===== src/design/tsvt_pkg.sv =====
// shared constants and helpers for the tsv cell offset tokenizer
// no dependencies
package tsvt_pkg;

    localparam int MAX_COLUMNS_DEF = 64;
    localparam int OFFSET_BITS_DEF = 24;
    localparam int ROW_BITS_DEF    = 16;

    // fixed width of the column port
    localparam int COL_BITS = 6;

    // depth of the command queue between front and back
    localparam int QUEUE_DEPTH = 4;

    localparam logic [7:0] BYTE_TAB = 8'h09;
    localparam logic [7:0] BYTE_CR  = 8'h0d;
    localparam logic [7:0] BYTE_LF  = 8'h0a;

    // width of one packed command word
    function automatic int cmd_width(input int off_bits, input int row_bits,
                                     input int cnt_bits);
        return 3 + row_bits + 3 * cnt_bits + 3 * off_bits;
    endfunction

endpackage


===== src/design/tsv_cell_offset_tokenizer.sv =====
// tsv cell offset tokenizer: one byte in and one record out per cycle, unless stalled
// path: a byte's records pass the front, the queue and the output register in turn
// throughput: 1 byte/cycle until the 4-deep queue fills; a line end or eof byte yields
// up to MAX_COLUMNS records, emitted one per cycle by the back part unless output stalls
// reset: synchronous active-low i_rst_n clears state to start of a new file
// depends on tsvt_pkg, tsvt_front, tsvt_cmd_queue, tsvt_back
module tsv_cell_offset_tokenizer #(
    parameter int MAX_COLUMNS = tsvt_pkg::MAX_COLUMNS_DEF,
    parameter int OFFSET_BITS = tsvt_pkg::OFFSET_BITS_DEF,
    parameter int ROW_BITS    = tsvt_pkg::ROW_BITS_DEF
) (
    input  logic                          i_clk,
    input  logic                          i_rst_n,
    input  logic                          push,
    output logic                          full,
    input  logic [7:0]                    i_data_byte,
    input  logic                          i_end_of_file,
    output logic                          empty,
    input  logic                          pop,
    output logic [ROW_BITS-1:0]           o_row_index,
    output logic [tsvt_pkg::COL_BITS-1:0] o_column_index,
    output logic [OFFSET_BITS-1:0]        o_cell_offset,
    output logic [OFFSET_BITS-1:0]        o_cell_length,
    output logic                          o_is_padding,
    output logic                          o_last_record
);

    localparam int CNT_BITS = $clog2(MAX_COLUMNS + 1);
    localparam int CMD_W    = tsvt_pkg::cmd_width(OFFSET_BITS, ROW_BITS, CNT_BITS);

    logic             accept;
    logic             cmd_push;
    logic [CMD_W-1:0] cmd_in;
    logic             q_full;
    logic             q_valid;
    logic [CMD_W-1:0] q_head;
    logic             q_pop;
    logic             out_valid;

    assign full   = q_full;
    assign accept = push && !q_full;
    assign empty  = !out_valid;

    tsvt_front #(
        .MAX_COLUMNS (MAX_COLUMNS),
        .OFFSET_BITS (OFFSET_BITS),
        .ROW_BITS    (ROW_BITS),
        .CNT_BITS    (CNT_BITS),
        .CMD_W       (CMD_W)
    ) u_front (
        .i_clk         (i_clk),
        .i_rst_n       (i_rst_n),
        .i_accept      (accept),
        .i_data_byte   (i_data_byte),
        .i_end_of_file (i_end_of_file),
        .o_cmd_valid   (cmd_push),
        .o_cmd         (cmd_in)
    );

    tsvt_cmd_queue #(
        .WIDTH (CMD_W)
    ) u_queue (
        .i_clk   (i_clk),
        .i_rst_n (i_rst_n),
        .i_wr    (cmd_push),
        .i_wdata (cmd_in),
        .o_full  (q_full),
        .i_rd    (q_pop),
        .o_valid (q_valid),
        .o_rdata (q_head)
    );

    tsvt_back #(
        .MAX_COLUMNS (MAX_COLUMNS),
        .OFFSET_BITS (OFFSET_BITS),
        .ROW_BITS    (ROW_BITS),
        .CNT_BITS    (CNT_BITS),
        .CMD_W       (CMD_W)
    ) u_back (
        .i_clk          (i_clk),
        .i_rst_n        (i_rst_n),
        .i_cmd_valid    (q_valid),
        .i_cmd          (q_head),
        .o_cmd_pop      (q_pop),
        .o_out_valid    (out_valid),
        .i_out_pop      (pop),
        .o_row_index    (o_row_index),
        .o_column_index (o_column_index),
        .o_cell_offset  (o_cell_offset),
        .o_cell_length  (o_cell_length),
        .o_is_padding   (o_is_padding),
        .o_last_record  (o_last_record)
    );

endmodule


===== src/design/tsvt_front.sv =====
// front part: classifies each byte, tracks row/column/offset state and
// issues one command per byte that yields records; uses tsvt_pkg
module tsvt_front #(
    parameter int MAX_COLUMNS = tsvt_pkg::MAX_COLUMNS_DEF,
    parameter int OFFSET_BITS = tsvt_pkg::OFFSET_BITS_DEF,
    parameter int ROW_BITS    = tsvt_pkg::ROW_BITS_DEF,
    parameter int CNT_BITS    = $clog2(MAX_COLUMNS + 1),
    parameter int CMD_W       = tsvt_pkg::cmd_width(OFFSET_BITS, ROW_BITS, CNT_BITS)
) (
    input  logic             i_clk,
    input  logic             i_rst_n,
    input  logic             i_accept,
    input  logic [7:0]       i_data_byte,
    input  logic             i_end_of_file,
    output logic             o_cmd_valid,
    output logic [CMD_W-1:0] o_cmd
);

    typedef struct packed {
        logic                   has_cell;
        logic                   first_real;
        logic                   eof;
        logic [ROW_BITS-1:0]    row;
        logic [CNT_BITS-1:0]    col;
        logic [OFFSET_BITS-1:0] cell_off;
        logic [OFFSET_BITS-1:0] cell_len;
        logic [CNT_BITS-1:0]    pad_from;
        logic [CNT_BITS-1:0]    pad_to;
        logic [OFFSET_BITS-1:0] pad_off;
    } t_cmd;

    localparam logic [OFFSET_BITS-1:0] OFF_MAX   = {OFFSET_BITS{1'b1}};
    localparam logic [ROW_BITS-1:0]    ROW_MAX   = {ROW_BITS{1'b1}};
    localparam logic [CNT_BITS-1:0]    COL_LIMIT = CNT_BITS'(MAX_COLUMNS);

    logic [OFFSET_BITS-1:0] r_pos, n_pos;
    logic [OFFSET_BITS-1:0] r_start, n_start;
    logic [CNT_BITS-1:0]    r_col, n_col;
    logic [CNT_BITS-1:0]    r_width, n_width;
    logic [ROW_BITS-1:0]    r_row, n_row;
    logic                   r_first, n_first;
    logic                   r_prev_cr, n_prev_cr;
    logic                   r_skip, n_skip;

    logic [OFFSET_BITS-1:0] next_pos;
    logic [CNT_BITS-1:0]    col_p1;
    logic [CNT_BITS-1:0]    limit;
    t_cmd                   cmd;

    assign next_pos = (r_pos == OFF_MAX) ? r_pos : r_pos + 1'b1;
    assign col_p1   = r_col + 1'b1;
    assign limit    = r_first ? COL_LIMIT : r_width;

    always_comb begin
        n_pos     = r_pos;
        n_start   = r_start;
        n_col     = r_col;
        n_width   = r_width;
        n_row     = r_row;
        n_first   = r_first;
        n_prev_cr = r_prev_cr;
        n_skip    = r_skip;
        cmd       = '0;
        cmd.row   = r_row;
        cmd.eof   = i_end_of_file;
        cmd.col   = r_col;
        cmd.cell_off = r_start;
        if (i_accept) begin
            n_prev_cr = 1'b0;
            n_pos     = next_pos;
            if (r_prev_cr && (i_data_byte == tsvt_pkg::BYTE_LF)) begin
                // lf of a crlf pair is swallowed
                n_start = next_pos;
            end else if (i_data_byte == tsvt_pkg::BYTE_TAB) begin
                if (!r_skip) begin
                    cmd.has_cell = 1'b1;
                    cmd.cell_len = r_pos - r_start;
                    if (col_p1 < limit) begin
                        n_col = col_p1;
                        if (r_first) begin
                            n_width = col_p1 + 1'b1;
                        end
                    end else begin
                        n_skip = 1'b1;
                    end
                end
                n_start = next_pos;
                // trailing tab at eof: real empty cell, then padding
                if (i_end_of_file && !n_skip) begin
                    cmd.first_real = 1'b1;
                    cmd.pad_from   = n_col;
                    cmd.pad_to     = n_width;
                    cmd.pad_off    = next_pos;
                end
            end else if ((i_data_byte == tsvt_pkg::BYTE_CR) ||
                         (i_data_byte == tsvt_pkg::BYTE_LF)) begin
                cmd.has_cell = !r_skip;
                cmd.cell_len = r_pos - r_start;
                if (r_first) begin
                    n_width = col_p1;
                    n_first = 1'b0;
                end
                cmd.pad_from = col_p1;
                cmd.pad_to   = r_first ? col_p1 : r_width;
                cmd.pad_off  = next_pos;
                n_row     = (r_row == ROW_MAX) ? r_row : r_row + 1'b1;
                n_col     = '0;
                n_skip    = 1'b0;
                n_start   = next_pos;
                n_prev_cr = (i_data_byte == tsvt_pkg::BYTE_CR);
            end else if (i_end_of_file && !r_skip) begin
                cmd.has_cell = 1'b1;
                cmd.cell_len = next_pos - r_start;
                cmd.pad_from = col_p1;
                cmd.pad_to   = r_width;
                cmd.pad_off  = next_pos;
            end
            if (i_end_of_file) begin
                n_pos     = '0;
                n_start   = '0;
                n_col     = '0;
                n_width   = CNT_BITS'(1);
                n_row     = '0;
                n_first   = 1'b1;
                n_prev_cr = 1'b0;
                n_skip    = 1'b0;
            end
        end
    end

    assign o_cmd_valid = i_accept && (cmd.has_cell || (cmd.pad_from < cmd.pad_to));
    assign o_cmd       = cmd;

    always_ff @(posedge i_clk) begin
        if (!i_rst_n) begin
            r_pos     <= '0;
            r_start   <= '0;
            r_col     <= '0;
            r_width   <= CNT_BITS'(1);
            r_row     <= '0;
            r_first   <= 1'b1;
            r_prev_cr <= 1'b0;
            r_skip    <= 1'b0;
        end else begin
            r_pos     <= n_pos;
            r_start   <= n_start;
            r_col     <= n_col;
            r_width   <= n_width;
            r_row     <= n_row;
            r_first   <= n_first;
            r_prev_cr <= n_prev_cr;
            r_skip    <= n_skip;
        end
    end

endmodule


===== src/design/tsvt_cmd_queue.sv =====
// small command queue between front and back parts
// uses tsvt_pkg for its depth
module tsvt_cmd_queue #(
    parameter int WIDTH = 8
) (
    input  logic             i_clk,
    input  logic             i_rst_n,
    input  logic             i_wr,
    input  logic [WIDTH-1:0] i_wdata,
    output logic             o_full,
    input  logic             i_rd,
    output logic             o_valid,
    output logic [WIDTH-1:0] o_rdata
);

    localparam int PTR_W = $clog2(tsvt_pkg::QUEUE_DEPTH);
    localparam int CNT_W = $clog2(tsvt_pkg::QUEUE_DEPTH + 1);

    logic [WIDTH-1:0] r_mem [tsvt_pkg::QUEUE_DEPTH];
    logic [PTR_W-1:0] r_wptr, r_rptr;
    logic [CNT_W-1:0] r_count;
    logic             wr_en, rd_en;

    assign o_full  = (r_count == CNT_W'(tsvt_pkg::QUEUE_DEPTH));
    assign o_valid = (r_count != '0);
    assign o_rdata = r_mem[r_rptr];
    assign wr_en   = i_wr && !o_full;
    assign rd_en   = i_rd && o_valid;

    always_ff @(posedge i_clk) begin
        if (wr_en) begin
            r_mem[r_wptr] <= i_wdata;
        end
    end

    always_ff @(posedge i_clk) begin
        if (!i_rst_n) begin
            r_wptr  <= '0;
            r_rptr  <= '0;
            r_count <= '0;
        end else begin
            if (wr_en) begin
                r_wptr <= r_wptr + 1'b1;
            end
            if (rd_en) begin
                r_rptr <= r_rptr + 1'b1;
            end
            if (wr_en && !rd_en) begin
                r_count <= r_count + 1'b1;
            end else if (rd_en && !wr_en) begin
                r_count <= r_count - 1'b1;
            end
        end
    end

endmodule


===== src/design/tsvt_back.sv =====
// back part: expands each command into cell and padding records,
// one per cycle into the output register unless stalled; uses tsvt_pkg
module tsvt_back #(
    parameter int MAX_COLUMNS = tsvt_pkg::MAX_COLUMNS_DEF,
    parameter int OFFSET_BITS = tsvt_pkg::OFFSET_BITS_DEF,
    parameter int ROW_BITS    = tsvt_pkg::ROW_BITS_DEF,
    parameter int CNT_BITS    = $clog2(MAX_COLUMNS + 1),
    parameter int CMD_W       = tsvt_pkg::cmd_width(OFFSET_BITS, ROW_BITS, CNT_BITS)
) (
    input  logic                         i_clk,
    input  logic                         i_rst_n,
    input  logic                         i_cmd_valid,
    input  logic [CMD_W-1:0]             i_cmd,
    output logic                         o_cmd_pop,
    output logic                         o_out_valid,
    input  logic                         i_out_pop,
    output logic [ROW_BITS-1:0]          o_row_index,
    output logic [tsvt_pkg::COL_BITS-1:0] o_column_index,
    output logic [OFFSET_BITS-1:0]       o_cell_offset,
    output logic [OFFSET_BITS-1:0]       o_cell_length,
    output logic                         o_is_padding,
    output logic                         o_last_record
);

    typedef struct packed {
        logic                   has_cell;
        logic                   first_real;
        logic                   eof;
        logic [ROW_BITS-1:0]    row;
        logic [CNT_BITS-1:0]    col;
        logic [OFFSET_BITS-1:0] cell_off;
        logic [OFFSET_BITS-1:0] cell_len;
        logic [CNT_BITS-1:0]    pad_from;
        logic [CNT_BITS-1:0]    pad_to;
        logic [OFFSET_BITS-1:0] pad_off;
    } t_cmd;

    t_cmd                head;
    logic                r_active;
    logic [CNT_BITS-1:0] r_pad_col;
    logic                r_out_valid;

    logic [CNT_BITS-1:0] cur_col;
    logic [CNT_BITS-1:0] cur_col_p1;
    logic                cell_pend;
    logic                more;
    logic                emit;
    logic [CNT_BITS-1:0] rec_col;

    assign head       = i_cmd;
    assign cur_col    = r_active ? r_pad_col : head.pad_from;
    assign cur_col_p1 = cur_col + 1'b1;
    assign cell_pend  = head.has_cell && !r_active;
    // something left of this command after the record going out now
    assign more       = cell_pend ? (cur_col < head.pad_to) : (cur_col_p1 < head.pad_to);
    assign emit       = i_cmd_valid && (!r_out_valid || i_out_pop);
    assign o_cmd_pop  = emit && !more;
    assign rec_col    = cell_pend ? head.col : cur_col;

    assign o_out_valid = r_out_valid;

    always_ff @(posedge i_clk) begin
        if (!i_rst_n) begin
            r_active    <= 1'b0;
            r_pad_col   <= '0;
            r_out_valid <= 1'b0;
        end else begin
            if (emit) begin
                r_out_valid <= 1'b1;
            end else if (i_out_pop) begin
                r_out_valid <= 1'b0;
            end
            if (emit) begin
                r_active  <= more;
                r_pad_col <= cell_pend ? cur_col : cur_col_p1;
            end
        end
    end

    always_ff @(posedge i_clk) begin
        if (emit) begin
            o_row_index    <= head.row;
            o_column_index <= tsvt_pkg::COL_BITS'(rec_col);
            o_last_record  <= head.eof && !more;
            if (cell_pend) begin
                o_cell_offset <= head.cell_off;
                o_cell_length <= head.cell_len;
                o_is_padding  <= 1'b0;
            end else begin
                o_cell_offset <= head.pad_off;
                o_cell_length <= '0;
                // empty cell after a trailing tab is a real cell
                o_is_padding  <= !(head.first_real && (cur_col == head.pad_from));
            end
        end
    end

endmodule


===== config.mk =====
export PLATFORM = sky130hd
export DESIGN_NAME = tsv_cell_offset_tokenizer
export DESIGN_NICKNAME = d
export VERILOG_FILES = /design/src/design/tsvt_pkg.sv /design/src/design/tsv_cell_offset_tokenizer.sv /design/src/design/tsvt_front.sv /design/src/design/tsvt_cmd_queue.sv /design/src/design/tsvt_back.sv
export SDC_FILE = /design/constraint.sdc
export NUM_CORES = 1
export LEC_CHECK = 0
export BUFFER_PORTS_ARGS = -buffer_cell sky130_fd_sc_hd__buf_2
export CORE_MARGIN = 3
export CORE_UTILIZATION = 60
export DETAILED_ROUTE_END_ITERATION = 10
export GPL_TIMING_DRIVEN = 0
export PLACE_DENSITY = 0.77
export SKIP_LAST_GASP = 1
export SLEW_MARGIN = 20
export SYNTH_ARGS = -nofsm -noshare
export SYNTH_HDL_FRONTEND = slang
export SYNTH_SLANG_ARGS = --single-unit

===== constraint.sdc =====
create_clock -name i_clk -period 15 [get_ports i_clk]
set_clock_uncertainty 0.2 [all_clocks]
set_input_delay 3 -clock i_clk [delete_from_list [all_inputs] [get_ports i_clk]]
set_output_delay 3 -clock i_clk [all_outputs]
set_load 0.03 [all_outputs]

**After elaboration in Yosys (flattened, before gate mapping)**

Memory sizes are Yosys's and may differ from the RTL's. A register that Yosys moved wholly into a read port is not among the register bits.
Cells that the tools add are included.

- Add/sub/neg operators: 11
- Multiply operators: 0
- Divide/modulo/power cells: 0
- $lt $le $gt $ge: 4
- Eq/ne operators: 10
- Shift-type cells: 0
- Muxes and demuxes: 70
- Bitwise gates (word level): 0
- Reductions and logical operators: 36

Operators with widths:

| kind | number |
|---|---|
| two-way mux 62 bit | 5 |
| two-way mux 24 bit | 8 |
| two-way mux 7 bit | 17 |
| two-way mux 16 bit | 5 |
| subtractor 24 bit | 2 |
| two-way mux 38 bit | 1 |
| < comparator 7 bit | 4 |
| two-way mux 1 bit | 27 |
| adder 24 x 1 -> 24 bit (second input constant) | 1 |
| == test 24 bit (second input constant) | 1 |
| == test 8 x 4 -> 1 bit (second input constant) | 3 |
| adder 7 x 1 -> 7 bit (second input constant) | 3 |
| adder 16 x 1 -> 16 bit (second input constant) | 1 |
| == test 16 bit (second input constant) | 1 |
| logical AND 1 bit | 14 |
| logical NOT 1 bit | 9 |
| two-way mux 2 bit | 4 |
| == test 7 bit | 1 |
| two-way mux 3 bit | 2 |
| two-way mux 6 bit | 1 |
| != test 2 bit (second input constant) | 3 |
| nonzero test 2 bit | 3 |
| nonzero test 3 bit | 2 |
| AND reduction 5 bit | 1 |
| 9 further kinds | 12 |

- Bits in registers: 169
- Bits in latches: 0
- RAM bits: 448
- ROM bits: 0
- Bits of input ports: 13
- Output and inout bits: 74
- Logic and storage cells: 152
- Memories: 1

Memory list:

| memory | depth | bits a word | read ports | clocked after memory_dff | wr ports | line | text |
|---|---|---|---|---|---|---|---|
| u_queue.r_mem | 4 | 112 | 1 | 1 | 1 | tsvt_cmd_queue.sv:19 | `logic [WIDTH-1:0] r_mem [tsvt_pkg::QUEUE_DEPTH];` |

**Depth between registers and ports, before layout**

- Word-level depth: 21
- Gate-level depth with buffers: 28

**By module**

A second synthesis with hierarchy kept.

- Cell total of the unflattened synthesis: 2026
- Area total of the unflattened synthesis: 28343.4 sq um

By module, submodules not included:

| module | instances | cells an instance | area each (sq um) | seq. area each (sq um) |
|---|---|---|---|---|
| tsvt_cmd_queue | 1 | 633 | 16718.5 | 13633.1 |
| tsvt_front | 1 | 1061 | 7757.4 | 1621.6 |
| tsvt_back | 1 | 330 | 3849.9 | 2342.2 |
| tsv_cell_offset_tokenizer | 1 | 2 | 17.5 | 0.0 |

**Worst setup path after synthesis**

Ideal clock, no wire load.

- Path kind: in2reg
- Start point: in i_data_byte[4]
- End point: mem u_queue.r_mem[0][0] in the netlist's numbering (enable)
- Data arrival time: 10.977 ns
- Data required time: 14.204 ns
- Slack: 3.227 ns
- Cell stages on the path: 15
- Path buffers: 2
- Cells stage by stage: or4b_1 buf_2 nor4_2 nand2_1 a2111oi_4 nor2_1 clkbuf_1 a21oi_1 ha_1 a21oi_1 nor2b_1 o21ai_0 a31oi_1 a21o_1 nor2b_1

- Longest elaborated chain between the ends: 12

RTL lines:

| element | line | text |
|---|---|---|
| start, declared | tsv_cell_offset_tokenizer.sv:16 | `input logic [7:0] i_data_byte,` |
| == test 8 x 4 -> 1 bit, on equally long branches | tsvt_front.sv:95, tsvt_front.sv:71, tsvt_front.sv:96 |  |
| logical OR 1 bit | tsvt_front.sv:95 | `end else if ((i_data_byte == tsvt_pkg::BYTE_CR) \|\|` |
| two-way mux 62 bit | tsvt_front.sv:95 |  |
| two-way mux 62 bit | tsvt_front.sv:74 | `end else if (i_data_byte == tsvt_pkg::BYTE_TAB) begin` |
| two-way mux 62 bit (*) | tsvt_front.sv:71 | `if (r_prev_cr && (i_data_byte == tsvt_pkg::BYTE_LF)) begin` |
| two-way mux 62 bit (*) | tsvt_front.sv:68 | `if (i_accept) begin` |
| via cmd_in[35] | tsv_cell_offset_tokenizer.sv:33 | `logic [CMD_W-1:0] cmd_in;` |
| < comparator 7 bit (*) | tsvt_front.sv:131 | `assign o_cmd_valid = i_accept && (cmd.has_cell \|\| (cmd.pad_from < cmd.pad_to));` |
| logical OR 1 bit (*) | tsvt_front.sv:131 |  |
| logical AND 1 bit (*) | tsvt_front.sv:131 |  |
| logical AND 1 bit (*) | tsvt_cmd_queue.sv:27 | `assign wr_en = i_wr && !o_full;` |
| two-way mux 1 bit (*) | tsvt_cmd_queue.sv:31 | `if (wr_en) begin` |
| two-way mux 1 bit (not written as such) (*) | tsvt_cmd_queue.sv:32 | `r_mem[r_wptr] <= i_wdata;` |
| end, declared | tsvt_cmd_queue.sv:19 |  |

Mark *: on every way through the listed nets, which the timed path passes. The rest lies on a longest branch.

**Worst setup path after layout**

- Start point: in i_data_byte[4]
- End point: mem u_queue.r_mem[0][50] in the netlist's numbering (enable)

The elaborated chain is that of the path after synthesis.

==> results_dict.tcl <==
set metrics [dict create \
    critPathSlowestCell "a2111oi_4" \
    worstMarginPinSlew_ns 1.06 \
    core_area_um2 45600 \
    grt_setup_unrepaired "false" \
    syn2layout_area_growth_pct 13.5 \
    status "completed" \
    clock_sinks 615 \
    yosysSeqAreaShare 0.629 \
    cts_setup_buffers 0 \
    fmax_ghz 0.111 \
    die_h_um 221 \
    synthDistinctLibCells 74 \
    min_period_ns 9.05 \
    synthTopCellsByArea "edfxtp_1 (56%), mux4_2 (9.0%), dfxtp_1 (7.1%), ha_1 (3.6%), nor2_1 (1.8%)" \
    ir_drop_mv 0.131 \
    syn-mean-instance-area_um2 14.1 \
    grt_pass1_vias 17800 \
    endpoint_kind "flop" \
    r2r_cells 24 \
    clkTransAtPathRegs_ns 0.06 \
    path_common_cell "buf_16" \
    via_per_inst 6.37 \
    diodes 0 \
    numCtsBuffers 59 \
    drive_gt1_frac 0.168 \
    period_share 0.603 \
    critical_path_required_ns 15.13 \
    maxSlewViolCount 0 \
    vias 17700 \
    hold_path.class "reg -> reg" \
    setup_viol 0 \
    start_util 0.609 \
    yosys_warnings 0 \
    seqCellArea_um2 17500 \
    cts_resized 0 \
    final_util 0.692 \
    power-per-cell-area_nw_per_um2 158 \
    hpwl_mm 45.9 \
    totalPowerFinal_uw 4970 \
    path_cells "buf_2 -> or4b_1 -> buf_2 -> nor4_2 -> nand2_1 -> a2111oi_4 -> nor2_1 -> clkbuf_1 -> a21oi_1 -> ha_1 -> a21oi_1 -> nor2b_1 -> o21ai_0 -> a31oi_1 -> a21o_1 -> nor2b_4 -> buf_16 -> buf_16 -> buf_12 -> buf_16 -> buf_16" \
    gp_congestion 0.978 \
    synthCells 1963 \
    crit_type "in -> reg" \
    cts.path.max_buffers 3 \
    rows 78 \
    wl_mm 68.0 \
    crit_fanout 22 \
    routedWlPerCell_um 24.5 \
    max_cap_viol_count 0 \
    synth_area_um2 27800 \
    ios 87 \
    ys.flop_type "edfxtp_1" \
    syn_nets 2060 \
    relSlewSlack 0.293 \
    dieArea_um2 48900 \
    final_nets 2226 \
    grt_use_total 0.279 \
    synth_edf_count 516 \
    synth_top_area_frac 0.558 \
    layout_setup_ws_ns 5.95 \
    place_inst 2668 \
    critPathLaunchType "input port" \
    grt-ovfl-total 0 \
    min_from "u_back.o_out_valid" \
    die_w_um 221 \
    antenna_found_initial 1 \
    drtAntennaViolNets 0 \
    tritoncts "yes" \
    synth_top_area_cell "edfxtp_1" \
    reg2reg_to "u_queue.r_mem[0][50]" \
    async_reset_ff_frac 0 \
    critical-path-max-stage-delay_ns 0.62 \
    num-fill-cells 2997 \
    hold_violations 0 \
    ys_seq_elements 615 \
    min_to "u_back.o_out_valid" \
    cts_root_buf "clkbuf_16" \
    grt_pass1_wl_mm 106 \
    drt_iter0_markers 2172 \
    min_path_cells 2 \
    r2r_slack_ns 6.94 \
    firstDrtPassIters 6 \
    timing.hold.ws_ns 0.309 \
    insertion_delay_ns 0.63 \
    multi_input_area_um2 9700 \
    critical_path_arrival_ns 9.18 \
    power.leakage_uw 0.0111 \
    post-route-drc-count 0 \
    layout_commonest_cell "edfxtp_1" \
    numPortBuffers 83 \
    layout_common_cells "edfxtp_1 (516), nor2_1 (130), nand2_1 (121), mux4_2 (111), dfxtp_1 (99)" \
    fin_cells 2779 \
    holdBufCountCts 0 \
    cts.htree.levels 2 \
    r2r-start "u_front.r_col[0]" \
    grt_max_degree 54 \
    place_ws_ns 5.51 \
]
-- cell families (layout without fill, tap and decap cells) --
| family | after synthesis | count (layout) | share of synthesized area |
|---|---|---|---|
| DFF | 615 | 615 | 0.629 |
| and+or+nand+nor | 519 | 519 | 0.0946 |
| AOI/OAI and AO/OA | 336 | 336 | 0.0801 |
| buffers and inverters | 166 | 382 | 0.0227 |
| muxes | 153 | 153 | 0.106 |
| xor gates and xnor gates | 90 | 90 | 0.0284 |
| adders and majority gates | 84 | 84 | 0.0387 |
-- cells in the mapped netlist, drive strengths merged, types with 3 or more instances --
cell type	instances
o31a	4
edfxtp	516
clkbuf	65
o21ai	73
a2111oi	4
dfxtp	99
nand3	39
nand2	122
o21a	9
nand3b	7
o22ai	10
nor3	24
a21boi	17
a22oi	31
a211oi	14
a21o	18
nor2b	52
o22a	9
mux2i	16
nor4	7
or2	4
o31ai	9
inv	80
mux4	111
nor2	130
a32oi	5
buf	21
or4	5
a31oi	12
mux2	26
and3	15
a211o	7
ha	81
and2	46
a311oi	4
a21oi	83
fa	3
and4	15
or3b	3
or3	12
o211a	3
nand4	16
nand2b	15
xnor2	45
xor2	45
-- final cells by class --
class / instances / share of cell area
Clock buffer: 77 / 0.0499
Multi-Input combinational cell: 1182 / 0.308
Tap cell: 600 / 0.0238
Inverter: 80 / 0.00952
Sequential cell: 615 / 0.554
Timing Repair Buffer: 105 / 0.0293
Clock inverter: 34 / 0.0148
Buffer: 86 / 0.0107
-- critical path, delay by kind of cell --
kind / cells / cell delay (ns)
AND/OR/NAND/NOR: 6 / 2.02
adder cells (fa/ha/maj): 1 / 0.35
AO/OA/AOI/OAI: 6 / 2.01
buffers and inverters: 8 / 1.76
-- metrics by stage --
| step | TNS [ns] | cell area (µm²) |
|---|---|---|
| finish | 0 | 31500 |
| global route | 0 | 31500 |
| CTS | 0 | 31500 |
| detailed placement | 0 | 29500 |
| global placement | -645.02 | 28900 |
| floorplan | 0 | 27800 |
-- routing by layer --
layer	part of all wire	global-route usage	up-vias
li1	-	-	7864
met1	0.40	0.390	8851
met2	0.48	0.452	847
met3	0.088	0.0540	151
met4	0.028	0.0885	0
met5	0	0	-
-- registers in the layout, summed over array words and instances (netlist names), 2 cells and up, named ones only --
register               cells
u_front.r_row             16
u_back.o_column_index      6
u_queue.r_wptr             2
u_queue.r_count            3
u_front.r_start           24
u_front.r_pos             24
u_front.r_width            7
u_back.o_cell_offset      24
u_back.o_cell_length      24
u_back.o_row_index        16
u_queue.r_rptr             2
u_front.r_col              7
u_queue.r_mem            444
u_back.r_pad_col           7
-- worst max path at each step --
stage                    from                   end  slack, ns
2_1_floorplan  i_data_byte[4]   u_queue.r_mem[0][0]       3.23
3_3_place_gp   i_data_byte[4]  u_queue.r_mem[0][49]      -1.61
3_5_place_dp   i_data_byte[4]  u_queue.r_mem[0][50]       5.51
4_1_cts        i_data_byte[4]  u_queue.r_mem[0][49]       6.14
5_1_grt        i_data_byte[4]  u_queue.r_mem[0][45]       5.74
6_report       i_data_byte[4]  u_queue.r_mem[0][50]       5.95
-- where the power goes --
group | internal [µW] | switching (µW)
combinational | 493 | 833
clock | 902 | 651
sequential | 2040 | 46.0
(Power assumes the default switching activity.)
